===== config.mk =====
export PLATFORM = sky130hd
export DESIGN_NAME = in_place_quicksort
export DESIGN_NICKNAME = d
export VERILOG_FILES = /design/src/rtl/core/iqs_pkg.sv /design/src/rtl/core/in_place_quicksort.sv /design/src/rtl/core/iqs_ram.sv /design/src/rtl/core/iqs_datapath.sv /design/src/rtl/core/iqs_ctrl.sv
export SDC_FILE = /design/constraint.sdc
export NUM_CORES = 2
export LEC_CHECK = 0
export BUFFER_PORTS_ARGS = -buffer_cell sky130_fd_sc_hd__buf_2
export CAP_MARGIN = 20
export CELL_PAD_IN_SITES_DETAIL_PLACEMENT = 0
export CELL_PAD_IN_SITES_GLOBAL_PLACEMENT = 1
export CORE_MARGIN = 2
export CORE_UTILIZATION = 33
export DETAILED_ROUTE_END_ITERATION = 12
export PLACE_DENSITY = 0.62
export SETUP_SLACK_MARGIN = 0.15
export SLEW_MARGIN = 15
export SYNTH_ARGS = -nofsm -noshare
export SYNTH_HDL_FRONTEND = slang
export SYNTH_HIERARCHICAL = 1
export SYNTH_SLANG_ARGS = --single-unit

===== constraint.sdc =====
create_clock -name clk -period 15.1 [get_ports clk]
set_input_delay 1.51 -clock clk [delete_from_list [all_inputs] [get_ports clk]]
set_output_delay 1.51 -clock clk [all_outputs]
set_load 0.05 [all_outputs]

===== src/rtl/core/iqs_pkg.sv =====
// Package for the in-place quicksort block: shared constants and types.
package iqs_pkg;

  localparam int DEPTH_DEF      = 64;
  localparam int DATA_WIDTH_DEF = 32;
  localparam int PORT_WIDTH     = 32;

  typedef enum logic [3:0] {
    ST_LOAD,
    ST_INIT,
    ST_POP,
    ST_POPWAIT,
    ST_RANGE,
    ST_RDPIV,
    ST_RDL,
    ST_RDR,
    ST_CMP,
    ST_WR2,
    ST_WR3,
    ST_PUSH,
    ST_OUTRD,
    ST_OUT
  } iqs_state_t;

  // Datapath command from controller
  typedef struct packed {
    logic load;       // write input element, bump count
    logic clr_count;  // end of run
    logic init;       // seed stack with whole set
    logic pop;        // read stack top
    logic take_range; // latch popped range into cursors
    logic rd_piv;     // read pivot element
    logic rd_left;    // read left element
    logic rd_right;   // read right element
    logic step;       // compare and do first write of step
    logic wr2;        // second write of swap/rotate
    logic wr3;        // third write of rotate
    logic push;       // push subranges
    logic out_start;  // clear output index
    logic out_rd;     // read output element
    logic out_emit;   // present result
  } iqs_cmd_t;

  // Datapath status to controller
  typedef struct packed {
    logic set_done;    // current item closes the set
    logic multi;       // set has at least two elements
    logic stack_empty;
    logic range_ok;    // popped range is valid
    logic part_run;    // left <= right
    logic need_wr2;
    logic need_wr3;
    logic out_last;
  } iqs_stat_t;

endpackage


===== src/rtl/core/in_place_quicksort.sv =====
// Top level of the in-place quicksort block.
// A set of 1..DEPTH values is loaded one per cycle while busy is low; last
// (or the DEPTH-th value) closes it. The block then sorts in place through
// the element store, partitioning each range popped from the range stack
// and pushing its subranges back. It then emits the values in ascending
// signed order, each marked by done for one cycle, with done low between
// them; final_res marks the last. The receiver cannot stall; busy rises once
// the closing item is taken and stays high until the last result is on the
// ports, and is low again in that cycle.
module in_place_quicksort #(
  parameter int DEPTH      = iqs_pkg::DEPTH_DEF,
  parameter int DATA_WIDTH = iqs_pkg::DATA_WIDTH_DEF
) (
  input  logic                           clk,
  input  logic                           rst,
  input  logic                           start,
  output logic                           busy,
  input  logic [iqs_pkg::PORT_WIDTH-1:0] value,
  input  logic                           last,
  output logic                           done,
  output logic [iqs_pkg::PORT_WIDTH-1:0] sorted_value,
  output logic                           final_res
);
  import iqs_pkg::*;

  iqs_cmd_t  cmd;
  iqs_stat_t stat;

  iqs_ctrl u_ctrl (
    .clk, .rst, .start, .busy, .stat, .cmd
  );

  iqs_datapath #(.DEPTH(DEPTH), .DATA_WIDTH(DATA_WIDTH)) u_dp (
    .clk, .rst, .cmd, .stat, .value, .last,
    .sorted_value, .final_res, .result_valid(done)
  );
endmodule


===== src/rtl/core/iqs_ram.sv =====
// Generic single-port write, one-port read RAM with registered read data.
module iqs_ram #(
  parameter int WIDTH = 32,
  parameter int DEPTH = 64
) (
  input  logic                     clk,
  input  logic                     we,
  input  logic [$clog2(DEPTH)-1:0] waddr,
  input  logic [WIDTH-1:0]         wdata,
  input  logic [$clog2(DEPTH)-1:0] raddr,
  output logic [WIDTH-1:0]         rdata
);
  logic [WIDTH-1:0] mem [DEPTH];

  always_ff @(posedge clk) begin
    if (we) begin
      mem[waddr] <= wdata;
    end
    rdata <= mem[raddr];
  end
endmodule


===== src/rtl/core/iqs_datapath.sv =====
// Datapath: element store, range stack, partition cursors and output.
module iqs_datapath #(
  parameter int DEPTH      = iqs_pkg::DEPTH_DEF,
  parameter int DATA_WIDTH = iqs_pkg::DATA_WIDTH_DEF
) (
  input  logic                               clk,
  input  logic                               rst,
  input  iqs_pkg::iqs_cmd_t                  cmd,
  output iqs_pkg::iqs_stat_t                 stat,
  input  logic [iqs_pkg::PORT_WIDTH-1:0]     value,
  input  logic                               last,
  output logic [iqs_pkg::PORT_WIDTH-1:0]     sorted_value,
  output logic                               final_res,
  output logic                               result_valid
);
  import iqs_pkg::*;

  localparam int AW = $clog2(DEPTH);
  localparam int CW = AW + 1;

  // Cursors and counters
  logic [CW-1:0] count;
  logic [CW-1:0] sp;
  logic [AW-1:0] piv, lo, hi;
  logic [CW-1:0] lft, rgt;
  logic [AW-1:0] oidx;
  logic [DATA_WIDTH-1:0] pv, lv, rv;
  logic          is_less_l, is_less_r;

  // Element store ports
  logic                  e_we;
  logic [AW-1:0]         e_waddr, e_raddr;
  logic [DATA_WIDTH-1:0] e_wdata, e_rdata;

  // Stack ports
  logic            s_we;
  logic [AW-1:0]   s_waddr, s_raddr;
  logic [2*AW-1:0] s_wdata, s_rdata;

  // Push bookkeeping: right part first, then left part
  logic          push_r_ok, push_l_ok;
  logic          push_phase;

  iqs_ram #(.WIDTH(DATA_WIDTH), .DEPTH(DEPTH)) u_elem (
    .clk, .we(e_we), .waddr(e_waddr), .wdata(e_wdata), .raddr(e_raddr), .rdata(e_rdata)
  );
  iqs_ram #(.WIDTH(2*AW), .DEPTH(DEPTH)) u_stack (
    .clk, .we(s_we), .waddr(s_waddr), .wdata(s_wdata), .raddr(s_raddr), .rdata(s_rdata)
  );

  // Compare on stored elements: lv is the left element, e_rdata the right one
  assign is_less_l = $signed(lv) < $signed(pv);
  assign is_less_r = $signed(e_rdata) < $signed(pv);

  // Subrange validity
  assign push_r_ok = ({1'b0, piv} + CW'(1)) < {1'b0, hi};
  assign push_l_ok = (piv > lo) && ((piv - AW'(1)) > lo);

  // Read address select
  always_comb begin
    e_raddr = piv;
    if (cmd.rd_left)  e_raddr = lft[AW-1:0];
    if (cmd.rd_right) e_raddr = rgt[AW-1:0];
    if (cmd.out_rd)   e_raddr = oidx;
  end
  // sp already points at the popped entry in the cycle after the pop
  assign s_raddr = sp[AW-1:0];

  // Write port select for load and the swap/rotate steps
  always_comb begin
    e_we    = 1'b0;
    e_waddr = count[AW-1:0];
    e_wdata = DATA_WIDTH'($signed(value));
    if (cmd.load) begin
      e_we = 1'b1;
    end else if (cmd.step) begin
      // e_rdata holds right element here, lv the left one
      if (is_less_l) begin
        e_we = 1'b1; e_waddr = piv; e_wdata = lv;
      end else if (is_less_r) begin
        e_we = 1'b1; e_waddr = piv; e_wdata = e_rdata;
      end
    end else if (cmd.wr2) begin
      e_we = 1'b1;
      if (stat.need_wr3) begin
        e_waddr = rgt[AW-1:0]; e_wdata = lv;
      end else begin
        e_waddr = lft[AW-1:0]; e_wdata = pv;
      end
    end else if (cmd.wr3) begin
      e_we = 1'b1; e_waddr = lft[AW-1:0]; e_wdata = pv;
    end
  end

  // Stack writes
  always_comb begin
    s_we    = 1'b0;
    s_waddr = sp[AW-1:0];
    s_wdata = {lo, hi};
    if (cmd.init) begin
      s_we = count >= CW'(2); s_waddr = '0; s_wdata = {AW'(0), AW'(count - CW'(1))};
    end else if (cmd.push) begin
      if (!push_phase && push_r_ok) begin
        s_we = 1'b1; s_wdata = {piv + AW'(1), hi};
      end else if (push_phase && push_l_ok) begin
        s_we = 1'b1; s_wdata = {lo, piv - AW'(1)};
      end
    end
  end

  logic rot_flag, swp_flag;

  // Sequential datapath state
  always_ff @(posedge clk) begin
    if (rst) begin
      count <= '0; sp <= '0; push_phase <= 1'b0; rot_flag <= 1'b0; swp_flag <= 1'b0;
      piv <= '0; lft <= '0; rgt <= '0;
      result_valid <= 1'b0;
    end else begin
      result_valid <= cmd.out_emit;
      if (cmd.load) count <= count + CW'(1);
      if (cmd.clr_count) count <= '0;
      if (cmd.init) sp <= (count >= CW'(2)) ? CW'(1) : '0;
      if (cmd.pop) sp <= sp - CW'(1);
      if (cmd.push) begin
        if (s_we) sp <= sp + CW'(1);
        push_phase <= ~push_phase;
      end
      // Cursors from the popped range
      if (cmd.take_range) begin
        piv <= s_rdata[2*AW-1:AW];
        lft <= {1'b0, s_rdata[2*AW-1:AW]} + CW'(1);
        rgt <= {1'b0, s_rdata[AW-1:0]};
      end
      if (cmd.step) begin
        swp_flag <= is_less_l;
        rot_flag <= !is_less_l && is_less_r;
      end
      if (cmd.wr2) begin
        swp_flag <= 1'b0;
        if (!rot_flag) begin
          piv <= lft[AW-1:0]; lft <= lft + CW'(1);
        end
      end
      if (cmd.wr3) begin
        rot_flag <= 1'b0;
        piv <= lft[AW-1:0]; lft <= lft + CW'(1); rgt <= rgt - CW'(1);
      end
      if (cmd.step && !is_less_l && !is_less_r) rgt <= rgt - CW'(1);
    end
  end

  // Payload registers
  always_ff @(posedge clk) begin
    if (cmd.take_range) begin
      lo  <= s_rdata[2*AW-1:AW];
      hi  <= s_rdata[AW-1:0];
    end
    if (cmd.rd_left)  pv <= e_rdata;
    if (cmd.rd_right) lv <= e_rdata;
    if (cmd.step)     rv <= e_rdata;
    if (cmd.out_start) oidx <= '0;
    if (cmd.out_emit) begin
      sorted_value <= PORT_WIDTH'($signed(e_rdata));
      final_res    <= ({1'b0, oidx} + CW'(1)) == count;
      oidx         <= oidx + AW'(1);
    end
  end

  // Status to controller
  always_comb begin
    stat.set_done    = last || (count == CW'(DEPTH - 1));
    stat.multi       = count >= CW'(2);
    stat.stack_empty = sp == '0;
    stat.range_ok    = (s_rdata[AW-1:0] > s_rdata[2*AW-1:AW]) &&
                       ({1'b0, s_rdata[AW-1:0]} < count);
    stat.part_run    = lft <= rgt;
    stat.need_wr2    = swp_flag || rot_flag;
    stat.need_wr3    = rot_flag;
    stat.out_last    = ({1'b0, oidx} + CW'(1)) == count;
  end
endmodule


===== src/rtl/core/iqs_ctrl.sv =====
// Controller state machine for load, partition passes and output.
module iqs_ctrl (
  input  logic               clk,
  input  logic               rst,
  input  logic               start,
  output logic               busy,
  input  iqs_pkg::iqs_stat_t stat,
  output iqs_pkg::iqs_cmd_t  cmd
);
  import iqs_pkg::*;

  iqs_state_t state, state_next;
  logic       push_two;

  // The push state's right-part and left-part pushes are tracked here
  always_ff @(posedge clk) begin
    if (rst) begin
      state <= ST_LOAD; push_two <= 1'b0;
    end else begin
      state <= state_next;
      push_two <= (state == ST_PUSH) ? ~push_two : 1'b0;
    end
  end

  // Next state
  always_comb begin
    state_next = state;
    case (state)
      ST_LOAD:    if (start && stat.set_done) state_next = ST_INIT;
      ST_INIT:    state_next = ST_POP;
      ST_POP:     state_next = stat.stack_empty ? ST_OUTRD : ST_POPWAIT;
      ST_POPWAIT: state_next = ST_RANGE;
      ST_RANGE:   state_next = stat.range_ok ? ST_RDPIV : ST_POP;
      ST_RDPIV:   state_next = stat.part_run ? ST_RDL : ST_PUSH;
      ST_RDL:     state_next = ST_RDR;
      ST_RDR:     state_next = ST_CMP;
      ST_CMP:     state_next = ST_WR2;
      ST_WR2:     state_next = stat.need_wr3 ? ST_WR3 : ST_RDPIV;
      ST_WR3:     state_next = ST_RDPIV;
      ST_PUSH:    if (push_two) state_next = ST_POP;
      ST_OUTRD:   state_next = ST_OUT;
      ST_OUT:     state_next = stat.out_last ? ST_LOAD : ST_OUTRD;
      default:    state_next = ST_LOAD;
    endcase
  end

  // Outputs
  always_comb begin
    cmd  = '0;
    busy = 1'b1;
    case (state)
      ST_LOAD: begin
        busy = 1'b0;
        cmd.load = start;
      end
      ST_INIT: begin
        cmd.init      = 1'b1;
        cmd.out_start = 1'b1;
      end
      ST_POP:     cmd.pop = !stat.stack_empty;
      ST_POPWAIT: ;
      ST_RANGE:   cmd.take_range = stat.range_ok;
      ST_RDPIV:   ;
      ST_RDL:     cmd.rd_left = 1'b1;
      ST_RDR:     cmd.rd_right = 1'b1;
      ST_CMP:     cmd.step = 1'b1;
      ST_WR2:     cmd.wr2 = stat.need_wr2;
      ST_WR3:     cmd.wr3 = 1'b1;
      ST_PUSH:    cmd.push = 1'b1;
      ST_OUTRD: begin
        cmd.out_rd = 1'b1;
      end
      ST_OUT: begin
        cmd.out_rd    = 1'b1;
        cmd.out_emit  = 1'b1;
        cmd.clr_count = stat.out_last;
      end
      default: ;
    endcase
  end
endmodule


# Word level (Yosys, flattened, before mapping)
# Memories as Yosys holds them, arrays and structs flattened. A register that Yosys moved wholly into a read port is not among the register bits.
# Index checks and enable logic that the tools add are counted.
dict set report word_totals {
  regBits 158
  latchBits 0
  ramBits 2816
  romBits 0
  word_cells 161
  n_memories 2
}
# memory words width rd rd_ports_with_merged_regs wr line
set memory_table {}
lappend memory_table {u_dp.u_elem.mem 64 32 1 1 1 iqs_ram.sv:13} ;# logic [WIDTH-1:0] mem [DEPTH];
lappend memory_table {u_dp.u_stack.mem 64 12 1 1 1 iqs_ram.sv:13}
dict set report classes {
  add_sub_neg 12
  mul 0
  n_div 0
  n_lt_le_gt_ge 9
  n_eq_ne 17
  n_shift 0
  mux 76
  n_bitwise 3
  n_reduce_logical 24
}
# op count
set op_table {}
lappend op_table {{two-way mux 32 bit} 7}
lappend op_table {{two-way mux 6 bit} 18}
lappend op_table {{two-way mux 7 bit} 11}
lappend op_table {{less-than comparator 32 bit} 2}
lappend op_table {{one-hot mux 4 bit (14 select lines)} 1}
lappend op_table {{two-way mux 12 bit} 3}
lappend op_table {{two-way mux 1 bit} 29}
lappend op_table {{== test 4 bit, second input constant} 6}
lappend op_table {{two-way mux 4 bit} 6}
lappend op_table {{adder 6 x 1 -> 7 bit, second input constant} 3}
lappend op_table {{adder 7 x 1 -> 7 bit, second input constant} 3}
lappend op_table {{> comparator 6 bit} 3}
lappend op_table {{== test 4 x 3 -> 1 bit, second input constant} 4}
lappend op_table {{subtractor 7 x 1 -> 7 bit, second input constant} 2}
lappend op_table {{adder 6 x 1 -> 6 bit, second input constant} 2}
lappend op_table {{subtractor 6 x 1 -> 6 bit, second input constant} 2}
lappend op_table {{OR reduction 2 bit} 5}
lappend op_table {{== test 4 x 2 -> 1 bit, second input constant} 2}
lappend op_table {{logical AND 1 bit} 8}
lappend op_table {{== test 7 x 6 -> 1 bit, second input constant} 1}
lappend op_table {{== test 7 bit} 1}
lappend op_table {{>= comparator 7 x 2 -> 1 bit, second input constant} 1}
lappend op_table {{less-or-equal comparator 7 bit} 1}
lappend op_table {{zero test 7 bit} 1}
lappend op_table {{other kinds (12)} 19}

# Longest topological paths before layout
dict set report logic_depth {
  ltp_word 10
  depth_mapped 18
  ltp_nobuf 15
}

# Cells and area by module
# Netlist, hierarchy kept.
# mod n_inst cells_each area_per_inst_um2
set by_module_without_submodules {}
lappend by_module_without_submodules {{iqs_ram at u_dp.u_elem} 1 3324 78515.3}
lappend by_module_without_submodules {{iqs_ram at u_dp.u_stack} 1 1339 29851.1}
lappend by_module_without_submodules {iqs_datapath 1 1153 10949.3}
lappend by_module_without_submodules {iqs_ctrl 1 70 481.7}

# Worst setup path after synthesis
# Ideal clock, no wire load.
dict set report synth_path {
  path_type {input-to-reg}
  from {in start}
  to {mem u_dp.u_elem.mem[49][0] (enable)}
  setup_time_ns 0.461
  t_arrival_ns 5.292
  setup_slack_ns 9.347
  cell_stages 8
  cell_sequence {and3_1 clkbuf_1 clkbuf_1 clkbuf_1 o21bai_1 nor2b_1 nand4_1 nor3_1}
}
dict set report synth_between {
  elab_chain_cells 4
  elab_cells_between_ends 5
  cone_classes {mux: 5}
}
# element line
set synth_lines {}
lappend synth_lines {{start: declaration} in_place_quicksort.sv:16} ;# input logic start,
lappend synth_lines {{two-way mux 1 bit} iqs_ctrl.sv:51} ;# case (state)
lappend synth_lines {{two-way mux 1 bit} iqs_datapath.sv:74} ;# if (cmd.load) begin
lappend synth_lines {{named net u_dp.e_we} iqs_datapath.sv:31} ;# logic e_we;
lappend synth_lines {{two-way mux 1 bit} iqs_ram.sv:16} ;# if (we) begin
lappend synth_lines {{two-way mux 1 bit (not written as such)} iqs_ram.sv:17} ;# mem[waddr] <= wdata;
lappend synth_lines {{end: declaration} iqs_ram.sv:13}
# The timed path passes the listed nets, and every way through them passes these cells.

# Worst setup path in the final report
dict set report layout_path {
  from {reg u_dp.u_elem.rdata[10] (read register of u_dp.u_elem.mem)}
  to {mem u_dp.u_elem.mem[61][19] (enable)}
}
dict set report layout_between {
  elab_cells_between_ends 11
  cone_classes {order compare: 1; mux: 10}
}
# element line
set layout_lines {}
lappend layout_lines {{start: declaration} iqs_ram.sv:11} ;# output logic [WIDTH-1:0] rdata
lappend layout_lines {{less-than comparator 32 bit} iqs_datapath.sv:53} ;# assign is_less_r = $signed(e_rdata) < $signed(pv);
lappend layout_lines {{two-way mux 6 bit} iqs_datapath.sv:80} ;# end else if (is_less_r) begin
lappend layout_lines {{two-way mux 6 bit} iqs_datapath.sv:78} ;# if (is_less_l) begin
lappend layout_lines {{two-way mux 6 bit} iqs_datapath.sv:76} ;# end else if (cmd.step) begin
lappend layout_lines {{two-way mux 6 bit} iqs_datapath.sv:74}
lappend layout_lines {{named net u_dp.e_waddr[3]} iqs_datapath.sv:32} ;# logic [AW-1:0] e_waddr, e_raddr;
# The timed path passes the listed nets, and every way through them passes these cells.

==> impl_metrics.tcl <==
set metrics [dict create \
    slew_headroom 0.191 \
    core_area_sq_um 362000 \
    r2r_setup_slack_ns 8.45 \
    power_frac_comb 0.197 \
    min_period_ns 6.65 \
    start_util 0.331 \
    setup_viol 0 \
    ys_warn_count 6 \
    ir_drop_v 0.000116 \
    drv_slew 0 \
    final.period_utilization 0.440 \
    postSynthNetCount 6029 \
    clock_path_buffers 4 \
    end_kind "flip-flop" \
    grt_first_pass_wirelength_um 458000 \
    cts_buffers 315 \
    fmax_ghz 0.150 \
    max_slew.worst_pin.slew_ns 1.21 \
    antenna_found_initial 29 \
    drcViolationCount 0 \
    root_buffer "clkbuf_16" \
    crit_path_cell_trace "ha_1 > and4_1 > nand2_1 > o41ai_1 > o311a_1 > o22ai_4 > nor2_1 > o21ai_0 > a2bb2oi_1 > nand3_1 > nor2_4 > buf_4" \
    synth_cells 5884 \
    cts_resized 0 \
    power.share.switching 0.296 \
    power_leakage_nw 41.4 \
    ant_nets 0 \
    cts_tree "done" \
    post_drt_wl_per_cell_um 28.8 \
    cap_violations 0 \
    dp.final_hpwl_um 185000 \
    drive_gt1_frac 0.259 \
    fin_setup_tns_ns 0 \
    grt_overflow 0 \
    final_common_cell "edfxtp_1" \
    clock-sinks 3018 \
    viasPerCell 5.40 \
    rsz0062_at_grt "no" \
    vias 60700 \
    hold_start "u_ctrl/push_two" \
    status "finished, final reports clean" \
    crit_slowest_cell "a2bb2oi_1" \
    p_clk_frac 0.324 \
    drt_iter0_drc 7105 \
    synth.avg_cell_area_sq_um 20.4 \
    pin_count 71 \
    power_density_nw_per_um2 170 \
    rows 221 \
    worstSkewPairLatency_ns 0.89 \
    place_congestion 0.803 \
    p_total_mw 23.4 \
    die_y_um 606 \
    reg2reg_to "u_dp/u_elem/mem[61][19]" \
    dr.pass1.iters 6 \
    htree_levels 5 \
    cts.hold.buffers_added 0 \
    path_class "reg2reg" \
    hold_depth 1 \
    grt_max_degree 109 \
    hold_path.class "reg2reg" \
    post_cts_buffers 0 \
    drt-total-wl_um 324000 \
    hold_viol 0 \
    r2r_start "u_dp/u_elem/rdata[10]" \
    skew_ns 0.110 \
    p_int_mw 16.5 \
    die_area_sq_um 368000 \
    cp-start-kind "flip-flop" \
    syn_area_sq_um 120000 \
    crit_buf_inv 1 \
    reg2reg_depth 12 \
    cpPeakStageDelay_ns 0.90 \
    dp_slack_ns 8.40 \
    layout_common_cells "edfxtp_1, mux4_2, clkbuf_16, buf_4, nor2_1" \
    cp_top_family "simple AND/OR/NAND/NOR gates" \
    power_frac_seq 0.479 \
    grt_use_total 0.173 \
    layout_setup_ws_ns 8.45 \
    hold_end "u_ctrl/push_two" \
    critPathMaxFanout 18 \
    crit_required_ns 15.57 \
    io_buffers 70 \
    path_clk_slew_ns 0.06 \
    syn_to_final_growth_pct 14.9 \
    cp.arrival_ns 7.11 \
    grt_pass1_vias 61600 \
    switchingPower_mw 6.94 \
    final_net_count 6333 \
    die_w_um 606 \
]
[power groups by stage]
stage | Combinational (mW) | Sequential (mW) | Clock [mW]
2_1_floorplan | 2.37 | 11.4 | 0
3_3_place_gp | 4.47 | 11.4 | 0
3_5_place_dp | 4.60 | 11.4 | 0
4_1_cts | 4.61 | 11.2 | 7.73
5_1_grt | 4.91 | 11.3 | 8.04
6_report | 4.60 | 11.2 | 7.58
[flip-flops by register name, indices dropped and copies added, names as in the netlist, 4 cells and up]
signal and cells:
u_dp/rgt 7, u_dp/pv 32, u_dp/piv 6, u_dp/u_elem/rdata 32, u_dp/lft 7, u_dp/sorted_value 32
u_dp/lo 6, u_ctrl/state 4, u_dp/hi 6, u_dp/lv 32, u_dp/u_elem/mem 2048, u_dp/oidx 6
u_dp/u_stack/rdata 12, u_dp/count 7, u_dp/sp 7, u_dp/u_stack/mem 768
[metrics by stage]
step                utilization  cell area (sq um)  instances  hold slack, ns
global placement          0.352             127000      10600           0.462
CTS                       0.380             137000      11200           0.473
floorplan                     -             120000       5884           0.422
finish                    0.380             138000      11200           0.464
global route              0.380             138000      11200           0.483
detailed placement        0.352             127000      10700           0.465
[cell type report]
cell class              instances  area (sq um)
repair buffers                326          2440
well taps                    4794          6000
clock inverters               169          1690
inverters                      87           327
diodes                         17          42.5
fillers                     32500        224000
multi-input cells            2440         29000
flip-flops and latches       3018         89800
clock buffers                 398          8300
[metal layers]
layer | vias to the layer above | global-route usage | part of all wire
met5 | - | 0 | 0.00016
met4 | 8 | 0.0508 | 0.029
met3 | 484 | 0.0450 | 0.091
met2 | 2370 | 0.269 | 0.46
met1 | 32700 | 0.240 | 0.42
li1 | 25200 | - | -
[worst max path at each step]
stage | from | endpoint | slack [ns] | cells after the start
4_1_cts | u_dp/u_elem/rdata[10] | u_dp/u_elem/mem[63][26] | 8.32 | 11
5_1_grt | u_ctrl/state[2] | u_dp/u_elem/rdata[2] | 8.00 | 13
3_3_place_gp | u_ctrl/state[2] | u_dp/u_elem/rdata[20] | 8.24 | 13
2_1_floorplan | start | u_dp/u_elem/mem[49][0] | 9.35 | 8
3_5_place_dp | u_ctrl/state[2] | u_dp/u_elem/rdata[2] | 8.40 | 13
6_report | u_dp/u_elem/rdata[10] | u_dp/u_elem/mem[61][19] | 8.45 | 12
(Power assumes the default switching activity.)
